<file path="src/rtl/core/cle_pkg.sv">
package cle_pkg;

    // Event codes carried in the input tuser.
    typedef enum logic [1:0] {
        OP_TIMEOUT   = 2'd0,
        OP_REQUEST   = 2'd1,
        OP_RESPONSE  = 2'd2,
        OP_GET_STATE = 2'd3
    } op_t;

    // Node role, also reported on the result.
    typedef enum logic [1:0] {
        ROLE_FOLLOWER  = 2'd0,
        ROLE_CANDIDATE = 2'd1,
        ROLE_LEADER    = 2'd2
    } role_t;

    // Configuration register indexes.
    typedef enum logic [1:0] {
        CFG_SERVER_ID      = 2'd0,
        CFG_CLUSTER_SIZE   = 2'd1,
        CFG_OWN_LAST_TERM  = 2'd2,
        CFG_OWN_LAST_INDEX = 2'd3
    } cfg_idx_t;

    localparam int unsigned CFG_DATA_W  = 32;
    localparam int unsigned MSG_TERM_W  = 32;
    localparam int unsigned IN_TDATA_W  = 136;
    localparam int unsigned OUT_TDATA_W = 40;

    localparam logic [4:0] NO_VOTE       = 5'd16;
    localparam logic [4:0] VOTES_MAX     = 5'd31;
    localparam logic [4:0] CLUSTER_RESET = 5'd3;

    typedef struct packed {
        logic [3:0]  server_id;
        logic [4:0]  cluster_size;
        logic [31:0] own_last_log_term;
        logic [31:0] own_last_log_index;
    } cfg_t;

    typedef struct packed {
        op_t         operation;
        logic [31:0] msg_term;
        logic [3:0]  candidate_id;
        logic [31:0] cand_last_log_term;
        logic [31:0] cand_last_log_index;
        logic [31:0] election_term;
        logic        vote_yes;
    } event_t;

    typedef struct packed {
        logic [31:0] term_now;
        logic        vote_granted;
        logic        is_leader;
        role_t       role_now;
        logic        send_vote_requests;
        logic        restart_timer;
    } result_t;

endpackage

</file>
<file path="src/rtl/core/cle_event_reg.sv">
// Input register stage: holds one event until the election stage takes it.
module cle_event_reg
(
    input  logic            clk,
    input  logic            rst_n,
    input  logic            in_valid,
    output logic            in_ready,
    input  cle_pkg::event_t in_event,
    output logic            ev_valid,
    input  logic            ev_take,
    output cle_pkg::event_t ev_event
);

    logic            valid_reg;
    logic            valid_next;
    cle_pkg::event_t event_reg;

    assign in_ready   = !valid_reg || ev_take;
    assign valid_next = (in_valid && in_ready) || (valid_reg && !ev_take);

    always_ff @(posedge clk or negedge rst_n)
    begin
        if (!rst_n)
        begin
            valid_reg <= 1'b0;
        end
        else
        begin
            valid_reg <= valid_next;
        end
    end

    always_ff @(posedge clk)
    begin
        if (in_valid && in_ready)
        begin
            event_reg <= in_event;
        end
    end

    assign ev_valid = valid_reg;
    assign ev_event = event_reg;

endmodule

</file>
<file path="src/rtl/core/cle_elect.sv">
// Election state and result register. One event is applied per cycle while the result register is not stalled.
module cle_elect
#(
    parameter int unsigned MAX_NODES = 16,
    parameter int unsigned TERM_BITS = 32
)
(
    input  logic             clk,
    input  logic             rst_n,
    input  cle_pkg::cfg_t    cfg,
    input  logic             ev_valid,
    output logic             ev_take,
    input  cle_pkg::event_t  ev_event,
    output logic             res_valid,
    input  logic             res_ready,
    output cle_pkg::result_t res
);

    localparam int unsigned CW = (TERM_BITS > cle_pkg::MSG_TERM_W) ?
                                 TERM_BITS : cle_pkg::MSG_TERM_W;
    localparam int unsigned SW0 = $clog2(MAX_NODES + 1);
    localparam int unsigned SW  = (SW0 > 5) ? SW0 : 5;
    localparam logic [TERM_BITS-1:0] TERM_MAX = {TERM_BITS{1'b1}};

    cle_pkg::role_t         role_reg;
    cle_pkg::role_t         role_next;
    logic [TERM_BITS-1:0]   term_reg;
    logic [TERM_BITS-1:0]   term_next;
    logic [4:0]             vf_reg;
    logic [4:0]             vf_next;
    logic [4:0]             votes_reg;
    logic [4:0]             votes_next;
    logic                   out_valid_reg;
    cle_pkg::result_t       res_reg;
    cle_pkg::result_t       res_next;

    logic [SW-1:0]          size_raw;
    logic [SW-1:0]          size_eff;
    logic [SW-1:0]          half;
    logic [CW-1:0]          mterm_wide;
    logic [CW-1:0]          term_wide;
    logic [TERM_BITS-1:0]   mterm;
    logic                   log_ok;
    logic                   eterm_match;
    logic [4:0]             votes_inc;
    logic                   granted;
    logic                   send;
    logic                   restart;

    assign ev_take = ev_valid && (!out_valid_reg || res_ready);

    // Majority threshold from the clamped cluster size.
    assign size_raw = SW'(cfg.cluster_size);
    assign size_eff = (size_raw == '0) ? SW'(1) :
                      (size_raw > SW'(MAX_NODES)) ? SW'(MAX_NODES) : size_raw;
    assign half     = size_eff >> 1;

    assign mterm_wide  = CW'(ev_event.msg_term);
    assign mterm       = mterm_wide[TERM_BITS-1:0];
    assign eterm_match = (CW'(term_reg) == CW'(ev_event.election_term));
    assign log_ok      = (ev_event.cand_last_log_term > cfg.own_last_log_term) ||
                         ((ev_event.cand_last_log_term == cfg.own_last_log_term) &&
                          (ev_event.cand_last_log_index >= cfg.own_last_log_index));
    assign votes_inc   = (ev_event.vote_yes && (votes_reg != cle_pkg::VOTES_MAX)) ?
                         votes_reg + 5'd1 : votes_reg;

    always_comb
    begin
        role_next  = role_reg;
        term_next  = term_reg;
        vf_next    = vf_reg;
        votes_next = votes_reg;
        granted    = 1'b0;
        send       = 1'b0;
        restart    = 1'b0;
        case (ev_event.operation)
            cle_pkg::OP_TIMEOUT:
            begin
                if (role_reg != cle_pkg::ROLE_LEADER)
                begin
                    if (term_reg != TERM_MAX)
                    begin
                        term_next = term_reg + 1'b1;
                    end
                    role_next  = cle_pkg::ROLE_CANDIDATE;
                    vf_next    = {1'b0, cfg.server_id};
                    votes_next = 5'd1;
                    send       = 1'b1;
                    restart    = 1'b1;
                    // The self vote alone wins in a one-node cluster.
                    if (half == '0)
                    begin
                        role_next = cle_pkg::ROLE_LEADER;
                    end
                end
            end
            cle_pkg::OP_REQUEST:
            begin
                if (mterm > term_reg)
                begin
                    role_next = cle_pkg::ROLE_FOLLOWER;
                    term_next = mterm;
                    vf_next   = cle_pkg::NO_VOTE;
                end
                if ((mterm == term_next) &&
                    ((vf_next == cle_pkg::NO_VOTE) ||
                     (vf_next == {1'b0, ev_event.candidate_id})) && log_ok)
                begin
                    granted   = 1'b1;
                    vf_next   = {1'b0, ev_event.candidate_id};
                    role_next = cle_pkg::ROLE_FOLLOWER;
                    restart   = 1'b1;
                end
            end
            cle_pkg::OP_RESPONSE:
            begin
                if (mterm > term_reg)
                begin
                    role_next = cle_pkg::ROLE_FOLLOWER;
                    term_next = mterm;
                    vf_next   = cle_pkg::NO_VOTE;
                end
                else if ((role_reg == cle_pkg::ROLE_CANDIDATE) && eterm_match)
                begin
                    votes_next = votes_inc;
                    if (SW'(votes_inc) > half)
                    begin
                        role_next = cle_pkg::ROLE_LEADER;
                        restart   = 1'b1;
                    end
                end
            end
            default:
            begin
            end
        endcase
    end

    assign term_wide = CW'(term_next);

    always_comb
    begin
        res_next.term_now           = term_wide[31:0];
        res_next.vote_granted       = granted;
        res_next.is_leader          = (role_next == cle_pkg::ROLE_LEADER);
        res_next.role_now           = role_next;
        res_next.send_vote_requests = send;
        res_next.restart_timer      = restart;
    end

    always_ff @(posedge clk or negedge rst_n)
    begin
        if (!rst_n)
        begin
            role_reg      <= cle_pkg::ROLE_FOLLOWER;
            term_reg      <= '0;
            vf_reg        <= cle_pkg::NO_VOTE;
            votes_reg     <= '0;
            out_valid_reg <= 1'b0;
        end
        else
        begin
            if (ev_take)
            begin
                role_reg  <= role_next;
                term_reg  <= term_next;
                vf_reg    <= vf_next;
                votes_reg <= votes_next;
            end
            if (ev_take)
            begin
                out_valid_reg <= 1'b1;
            end
            else if (res_ready)
            begin
                out_valid_reg <= 1'b0;
            end
        end
    end

    always_ff @(posedge clk)
    begin
        if (ev_take)
        begin
            res_reg <= res_next;
        end
    end

    assign res_valid = out_valid_reg;
    assign res       = res_reg;

endmodule

</file>
<file path="src/rtl/core/consensus_leader_election.sv">
// Channel   Direction  Signals                                     Content
// s_        in         s_tvalid, s_tready, s_tdata, s_tuser        one election event
// m_        out        m_tvalid, m_tready, m_tdata                 one result per event
// cfg_      in         cfg_we, cfg_index, cfg_data                 register writes
//
// Every event produces exactly one result. An event is captured in the input
// register and is applied to the election state when the result register
// loads, which a stalled result delays. The block sustains one event per
// clock while the result side does not stall. The combinational state update
// (term compare, increment and vote count) sets that rate.
// Reset (rst_n, asynchronous, active low) makes the node a follower in term
// zero with no vote cast and loads the register defaults.
// A stalled result register holds its transfer; the input register still
// takes one more event before s_tready drops.
module consensus_leader_election
#(
    parameter int unsigned MAX_NODES = 16,
    parameter int unsigned TERM_BITS = 32
)
(
    input  logic                                clk,
    input  logic                                rst_n,
    input  logic                                s_tvalid,
    output logic                                s_tready,
    // msg_term[31:0], candidate_id[35:32], cand_last_log_term[67:36],
    // cand_last_log_index[99:68], election_term[131:100], vote_yes[132], zero pad
    input  logic [cle_pkg::IN_TDATA_W-1:0]      s_tdata,
    // operation[1:0]
    input  logic [1:0]                          s_tuser,
    output logic                                m_tvalid,
    input  logic                                m_tready,
    // term_now[31:0], vote_granted[32], is_leader[33], role_now[35:34],
    // send_vote_requests[36], restart_timer[37], zero pad
    output logic [cle_pkg::OUT_TDATA_W-1:0]     m_tdata,
    input  logic                                cfg_we,
    input  logic [1:0]                          cfg_index,
    input  logic [cle_pkg::CFG_DATA_W-1:0]      cfg_data
);

    cle_pkg::cfg_t    cfg_reg;
    cle_pkg::event_t  in_event;
    cle_pkg::event_t  ev_event;
    cle_pkg::result_t res;
    logic             ev_valid;
    logic             ev_take;

    // Configuration registers. A write lands at any edge with cfg_we high, so
    // writes belong in stretches where no event is in flight.
    always_ff @(posedge clk or negedge rst_n)
    begin
        if (!rst_n)
        begin
            cfg_reg.server_id          <= '0;
            cfg_reg.cluster_size       <= cle_pkg::CLUSTER_RESET;
            cfg_reg.own_last_log_term  <= '0;
            cfg_reg.own_last_log_index <= '0;
        end
        else if (cfg_we)
        begin
            case (cle_pkg::cfg_idx_t'(cfg_index))
                cle_pkg::CFG_SERVER_ID:      cfg_reg.server_id          <= cfg_data[3:0];
                cle_pkg::CFG_CLUSTER_SIZE:   cfg_reg.cluster_size       <= cfg_data[4:0];
                cle_pkg::CFG_OWN_LAST_TERM:  cfg_reg.own_last_log_term  <= cfg_data;
                cle_pkg::CFG_OWN_LAST_INDEX: cfg_reg.own_last_log_index <= cfg_data;
                default:
                begin
                end
            endcase
        end
    end

    // Unpack the incoming transfer; the pad bits above vote_yes are ignored.
    always_comb
    begin
        in_event.operation           = cle_pkg::op_t'(s_tuser);
        in_event.msg_term            = s_tdata[31:0];
        in_event.candidate_id        = s_tdata[35:32];
        in_event.cand_last_log_term  = s_tdata[67:36];
        in_event.cand_last_log_index = s_tdata[99:68];
        in_event.election_term       = s_tdata[131:100];
        in_event.vote_yes            = s_tdata[132];
    end

    cle_event_reg u_event_reg
    (
        .clk      (clk),
        .rst_n    (rst_n),
        .in_valid (s_tvalid),
        .in_ready (s_tready),
        .in_event (in_event),
        .ev_valid (ev_valid),
        .ev_take  (ev_take),
        .ev_event (ev_event)
    );

    cle_elect
    #(
        .MAX_NODES (MAX_NODES),
        .TERM_BITS (TERM_BITS)
    )
    u_elect
    (
        .clk       (clk),
        .rst_n     (rst_n),
        .cfg       (cfg_reg),
        .ev_valid  (ev_valid),
        .ev_take   (ev_take),
        .ev_event  (ev_event),
        .res_valid (m_tvalid),
        .res_ready (m_tready),
        .res       (res)
    );

    // Pack the result, first field in the lowest bits.
    assign m_tdata = {2'b00,
                      res.restart_timer,
                      res.send_vote_requests,
                      res.role_now,
                      res.is_leader,
                      res.vote_granted,
                      res.term_now};

endmodule

</file>
<file path="config.mk">
export PLATFORM = sky130hd
export DESIGN_NAME = consensus_leader_election
export DESIGN_NICKNAME = d
export VERILOG_FILES = /design/src/rtl/core/cle_pkg.sv /design/src/rtl/core/cle_event_reg.sv /design/src/rtl/core/cle_elect.sv /design/src/rtl/core/consensus_leader_election.sv
export SDC_FILE = /design/constraint.sdc
export NUM_CORES = 1
export LEC_CHECK = 0
export BUFFER_PORTS_ARGS = -buffer_cell sky130_fd_sc_hd__buf_4
export CORE_ASPECT_RATIO = 1.2
export CORE_MARGIN = 1.5
export CORE_UTILIZATION = 60
export DETAILED_ROUTE_END_ITERATION = 12
export PLACE_DENSITY = 0.91
export SLEW_MARGIN = 20
export SYNTH_ARGS = -nofsm -noshare
export SYNTH_HDL_FRONTEND = slang
export SYNTH_SLANG_ARGS = --single-unit
</file>
<file path="constraint.sdc">
create_clock -name clk -period 9.8 [get_ports clk]
set_input_delay 0.49 -clock clk [delete_from_list [all_inputs] [get_ports clk]]
set_output_delay 0.49 -clock clk [all_outputs]
set_load 0.05 [all_outputs]
</file>
==> results of run 1 <==
## through the flow
step	cells	setup slack, ps	hold WS, ps	util	power, mW
floorplan	1314	5000	194	-	2.58
global placement	1796	5590	474	0.683	2.92
detailed placement	1796	5600	488	0.683	2.97
CTS	1848	5560	74.5	0.720	4.07
global route	1849	5240	92.7	0.721	4.27
finish	1849	5340	60.2	0.721	4.09
## critical path, delay by kind of cell (launching register included)
| kind | cells | cell delay, ps |
|---|---|---|
| buffers and inverters | 2 | 590 |
| AOI/OAI and AO/OA | 4 | 1290 |
| DFF | 1 | 530 |
| adders and majority gates | 1 | 370 |
| and+or+nand+nor | 4 | 1540 |
## worst paths after layout
check                                                     end  cells after the start
min reg2reg                           cfg_reg[54]$_DFFE_PN0P_                      1
max in group asynchronous    u_elect.term_reg[12]$_DFFE_PN0P_                      2
max                           u_elect.term_reg[1]$_DFFE_PN0P_                     11
max reg2reg                   u_elect.term_reg[1]$_DFFE_PN0P_                     11
min in group clk           u_event_reg.ev_event[52]$_DFFE_PP_                      1
min                                   cfg_reg[51]$_DFFE_PN0P_                      1
## power breakdown
group	internal [mW]	switching (mW)	leakage, nW
Combinational	0.492	0.730	3.95
Clock	0.626	0.462	0.444
Sequential	1.53	0.251	3.12
## placed cells by master (no fill, tap or decap), drive strengths merged, types with 5 or more instances in the layout
| cell type | synthesis | layout |
|---|---|---|
| clkinv | 2 | 7 |
| xnor2 | 14 | 14 |
| or4 | 7 | 7 |
| buf | 24 | 225 |
| inv | 113 | 113 |
| a22oi | 7 | 7 |
| nor2 | 52 | 52 |
| and3 | 6 | 6 |
| o221ai | 9 | 9 |
| nor2b | 6 | 6 |
| nand3 | 26 | 26 |
| xor2 | 55 | 55 |
| a211oi | 9 | 9 |
| a31oi | 5 | 5 |
| nand2b | 12 | 12 |
| nand4 | 30 | 30 |
| nor3 | 21 | 21 |
| edfxtp | 173 | 173 |
| dfrtp | 116 | 116 |
| a21oi | 70 | 70 |
| mux2 | 81 | 81 |
| and4 | 6 | 6 |
| nand2 | 88 | 88 |
| o21ai | 88 | 88 |
| a221oi | 10 | 10 |
| o211ai | 19 | 19 |
| a221o | 9 | 9 |
| nor4 | 25 | 25 |
| clkbuf | 44 | 43 |
| mux2i | 10 | 10 |
| ha | 107 | 107 |
| or3 | 6 | 6 |
## final cells by class
| type | count | area (sq um) |
|---|---|---|
| clock inverter | 9 | 98.8 |
| fill | 1676 | 6910 |
| clock buffer | 43 | 818 |
| sequential | 291 | 8150 |
| inverter | 115 | 432 |
| timing repair buffer | 225 | 1690 |
| multi-input combinational | 840 | 6240 |
| tap | 325 | 407 |
| antenna | 1 | 2.50 |
## logic make-up (layout without fill, tap and decap cells)
family                     count (synthesis)  in the layout  synth area share
DFF                                      291            291             0.540
and+or+nand+nor                          300            300             0.101
xor gates and xnor gates                  69             69            0.0400
adders and majority gates                107            107            0.0887
AOI/OAI and AO/OA                        271            271             0.115
muxes                                     91             91            0.0671
buffers and inverters                    183            392            0.0478
other                                      1              3          0.000248
## metal layers
layer | GRT usage | up-vias | part of all wire
li1 | - | 5199 | -
met1 | 0.360 | 5479 | 0.36
met2 | 0.555 | 602 | 0.51
met3 | 0.0603 | 130 | 0.081
met4 | 0.159 | 0 | 0.053
met5 | 0 | - | 0
==> summary.md, run 1 <==
| Metric | Value |
|---|---|
| Status | completed |
| CTS tree | yes |
| Critical Path Sink Type | flop |
| Remaining Overflow, GRT | 0 |
| Area fraction of the dominant cell type after synthesis | 0.344 |
| Layout cells sized above 1 | 0.238 |
| R2R Setup Slk | 5340 ps |
| Setup Viol. Count Final | 0 |
| Vias/cell | 6.17 |
| CTS H-tree lvls | 1 |
| Largest net degree at the start of global routing | around 80 |
| Die Height | around 180 um |
| Period utilisation layout | 0.455 |
| DP Wirelength | just under 30000 um |
| Hold buffer count at CTS | 0 |
| Drt drc | 0 |
| Routed wire length | between 40000 and 50000 um |
| R2r startpoint | u_elect.term_reg[14]$_DFFE_PN0P_ |
| Final Hold Viols | 0 |
| Cts bufs inserted | 28 |
| Kind of critical path | flop to flop |
| Count of cell types in the netlist | 63 |
| CP arrival | slightly below 5000 ps |
| Crit path required time | between 10000 and 15000 ps |
| FFs w/ async S/R, synth | 0.405 |
| Number of synthesis warnings | 0 |
| Placed cell area | between 15000 and 20000 sq um |
| Die Span X | around 150 um |
| Max-slew headroom at the worst pin | 0.287 |
| Post-route minimum period | approximately 4500 ps |
| Max Fclk | ~220 MHz |
| Avg Cell Area, Syn | 11.5 sq um |
| Most frequent cells after synthesis | edfxtp_1 (173), dfrtp_1 (116), inv_1 (113) |
| Cell Area, Synth | 15100 sq um |
| CP max stage delay | approximately 650 ps |
| Max clock buf depth | 3 |
| Gpl congestion | just under 1 |
| Most instantiated library cell after synthesis | edfxtp_1 |
| CTS sink count | 291 |
| Final setup TNS | 0 ps |
| Post-cts repair resize count | 0 |
| Leading area contributor after synthesis | edfxtp_1 |
| GR Util All Layers | 0.313 |
| Tightest Pin Transition | roughly 1100 ps |
| Clock Pin Slew Worst Setup and Hold Paths | 70 ps |
| Final net count | about 1800 |
| Synth Register Bits | slightly below 300 |
| Ys flop type | edfxtp_1 |
| DR iter-0 viols | slightly above 800 |
| Largest register FFs | roughly 140 |
| Die ar. | 26100 sq um |
| Worst vdd ir | approximately 0.22 mV |
| Starting density of the core | 0.610 |
| Core ar. | between 20000 and 25000 sq um |
| Leak Pwr | 7.52 nW |
| Ports | about 220 |
| Root Buffer | clkbuf_16 |
| Vias in the first global route | between 10000 and 15000 |
| Antenna violations before repair | 1 |
| Critical path's slowest cell | or4_1 |
| Post-CTS setup buffers | 0 |
| Worst-path maximum fanout | 20 |
| Clk_lat worst skew | ~560 ps |
| Vias | roughly 11000 |
| Fin. max-slew vios | 0 |
| Crit path cell chain | inv_1 > ha_1 > nand4_1 > or4_1 > o21bai_1 > o22a_1 > and2_2 > buf_4 > a21o_1 > nor2_1 > o221ai_1 |
| Cells after Synth | around 1300 |
| Number of synthesized flops with an enable pin | approximately 170 |
| ANT nets after route | 0 |
| Max-cap viol count | 0 |
| Hold/Removal Path Class | primary input to asynchronous set/reset pin |
| Post-route design area | roughly 18000 sq um |
| Pwr/cell area | around 230 nW/um^2 |
| Setup Skew | 12.9 ps |
| Layout area overhead | 18.2% |
| Startpoint types | flop |
| Crit path launch | u_elect.term_reg[14]$_DFFE_PN0P_ |
| RSZ-0062 raised after global routing | false |
| Sequential cell area fraction in the yosys report | 0.540 |
| FP Rows | 63 |
| First-pass GRT wire length | between 60000 and 70000 um |
| I/O Buffers | 213 |
| Largest cells by area after synthesis | edfxtp_1 (34%), dfrtp_1 (19%), ha_1 (8.9%) |
| Routed WL per cell | around 22 um |
| Initial DRT Pass Iterations | 5 |
(Power assumes the default switching activity.)
==> inputs of run 2 (changes only) <==
- CORE_UTILIZATION: 60 -> 58
- PLACE_DENSITY: 0.91 -> 0.89
- clock period: 9.8 -> 4.4 ns (I/O delays scaled with it)
==> run 2 against run 1 <==
- sequential power rose by 120%
- highest routed layer unchanged
- critical endpoint is now u_elect.vf_reg[1]$_DFFE_PN0P_
- die area rose by 3.4%
- register-to-register slack got worse by 5000 ps
- count of clock-buffer cells in the layout shrank 1
==> summary.md, run 2 (synthesis results as in run 1) <==
| Metric | Value |
|---|---|
| Final Hold Viols | 0 (unchanged) |
| FF/Latch Area | 8150 sq um (unchanged) |
| Largest register FFs | 135 (unchanged) |
| CP arrival | 4450 ps (-450 ps) |
| Clk_lat worst skew | 570 ps (about the same) |
| Leak Pwr | 8.39 nW (+12%) |
| Critical Path Sink Type | flop |
| Startpoint types | flop |
| Area of the multi-input gates | 6230 sq um (-0.22%) |
| Max-cap viol count | 0 (unchanged) |
| Starting density of the core | 0.591 (-0.0189) |
| Clock Pin Slew Worst Setup and Hold Paths | 70 ps (about the same) |
| Core ar. | 25500 sq um (+3.2%) |
| Layout area overhead | 31.3% |
| DP Wirelength | 30300 um (+4.8%) |
| Routed wire length | 52400 um (+29%) |
| Crit path required time | 4840 ps (-5400 ps) |
| Crit path cell chain | inv_1 > ha_1 > nand2_1 > nor2_1 > a2111oi_0 > buf_4 > o211ai_1 > a41oi_1 > a211oi_1 > and4_1 > a221o_1 |
| Filler Cell Count | 1365 (-19%) |
| Fin util | 0.776 (+0.0551) |
| Routed WL per cell | 25.6 um (+17%) |
| Post-route minimum period | 4010 ps (-449 ps) |
| Most common cell after layout, fill and taps aside | buf_4 |
| Top Metal Used | met4 |
| Initial DRT Pass Iterations | 6 (+1) |
| Vias | 13149 (+15%) |
| Hold/Removal Path Class | primary input to flop |
| CP max stage delay | 680 ps (+30 ps) |
| FP Rows | 64 (+1.6%) |
| RSZ-0062 raised after global routing | false |
| Vias in the first global route | 13771 (+18%) |
| Cts bufs inserted | 30 (+7.1%) |
| WL met2 | 25500 um (+24%) |
| DR iter-0 viols | 1326 (+64%) |
| Setup Skew | 13.9 ps (+1.02 ps) |
| Most frequent cells in the layout | buf_4 (242), edfxtp_1 (173), dlygate4sd3_1 (171) |
| Layout cells sized above 1 | 0.226 (-0.0122) |
| ANT nets after route | 0 (unchanged) |
| Largest net degree at the start of global routing | 72 (-11%) |
| Vias/cell | 6.42 (+4.1%) |
| Fin. max-slew vios | 0 (unchanged) |
| CTS H-tree lvls | 1 (unchanged) |
| Status | completed |
| Tightest Pin Transition | 963 ps (-107 ps) |
| CTS sink count | 291 (unchanged) |
| Die ar. | 27000 sq um (+3.4%) |
| Worst vdd ir | 0.381 mV (+76%) |
| Max Fclk | 249 MHz (+11%) |
| Total power draw | 9.85 mW (+140%) |
| Critical path's slowest cell | a41oi_1 |
| Met3 routed WL | 4800 um (+46%) |
| Placed cell area | 17100 sq um (+0.90%) |
| GR Util All Layers | 0.391 (+0.0783) |
| Gpl congestion | 0.994 (+2.6%) |
| Drt drc | 0 (unchanged) |
| Final setup TNS | 0 ps (unchanged) |
| Post-CTS setup buffers | 0 (unchanged) |
| Die Span X | 150 um (+1.7%) |
| First-pass GRT wire length | 79100 um (+27%) |
| Post-route design area | 19800 sq um (+11%) |
| Root Buffer | clkbuf_16 |
| CTS tree | yes |
| Period utilisation layout | 0.912 (+0.457) |
| Max clock buf depth | 3 (unchanged) |
| Ports | 219 (unchanged) |
| Die Height | 180 um (+1.7%) |
| Kind of critical path | flop to flop |
| Antenna violations before repair | 1 (unchanged) |
| Setup Viol. Count Final | 0 (unchanged) |
| Final net count | 1976 (+11%) |
| Remaining Overflow, GRT | 0 (unchanged) |
| Pwr/cell area | 497 nW/um^2 (+120%) |
| M1 wire length | 17700 um (+22%) |
| Worst-path maximum fanout | 4 (-80%) |
| I/O Buffers | 213 (unchanged) |
| Max-slew headroom at the worst pin | 0.358 (+0.0712) |
## run 2: cell type report
| class | instances | area share |
|---|---|---|
| antenna | 1 | 0.000126 |
| clock buffer | 42 | 0.0449 |
| clock inverter | 14 | 0.00777 |
| inverter | 115 | 0.0218 |
| multi-input combinational | 840 | 0.314 |
| sequential | 291 | 0.411 |
| tap | 330 | 0.0208 |
| timing repair buffer | 414 | 0.179 |
## run 2: where the power goes
part	switching, mW	internal, mW	total [mW]	leakage, nW
combinational	1.92	1.28	3.21	4.76
clock	1.14	1.59	2.73	0.515
sequential	0.505	3.40	3.91	3.12
total	3.57	6.27	9.85	8.39
## run 2: worst paths after layout
check,start,to,slack [ps],cells past startpoint
setup / recovery,cfg_reg[15]$_DFFE_PN0P_,u_elect.vf_reg[1]$_DFFE_PN0P_,390,11
hold / removal,cfg_index[1],cfg_reg[70]$_DFFE_PN0P_,150,3
hold reg to reg,cfg_reg[27]$_DFFE_PN0P_,cfg_reg[27]$_DFFE_PN0P_,510,1
max in group asynchronous,rst_n,u_elect.term_reg[26]$_DFFE_PN0P_,2970,3
min in group asynchronous,rst_n,cfg_reg[17]$_DFFE_PN0P_,370,2
setup reg to reg,cfg_reg[15]$_DFFE_PN0P_,u_elect.vf_reg[1]$_DFFE_PN0P_,390,11
## run 2: critical path, delay by kind of cell, from the launching register on
family                   cells  cell delay (ps)
buffers and inverters        2              400
AO/OA/AOI/OAI                5             2100
flip-flops                   1              470
adder cells (fa/ha/maj)      1              400
AND/OR/NAND/NOR              3              520
## run 2: metal layers
metal / up-vias / global-route usage
met5: - / 0
met4: 0 / 0.274
met3: 306 / 0.0835
met2: 997 / 0.656
met1: 6263 / 0.439
li1: 5583 / -
## run 2: metrics by stage
step	hold WS (ps)	setup slack, ps	cells
6_report	147	386	2047
5_1_grt	161	324	2047
4_1_cts	118	567	2046
3_5_place_dp	389	593	1819
3_3_place_gp	379	669	1819
2_1_floorplan	-75.6	1070	1314
## run 2: timing repair
item	CTS	global route
hold buffers	171	0
gates resized for setup	0	0
hold endpoints to repair	269	0
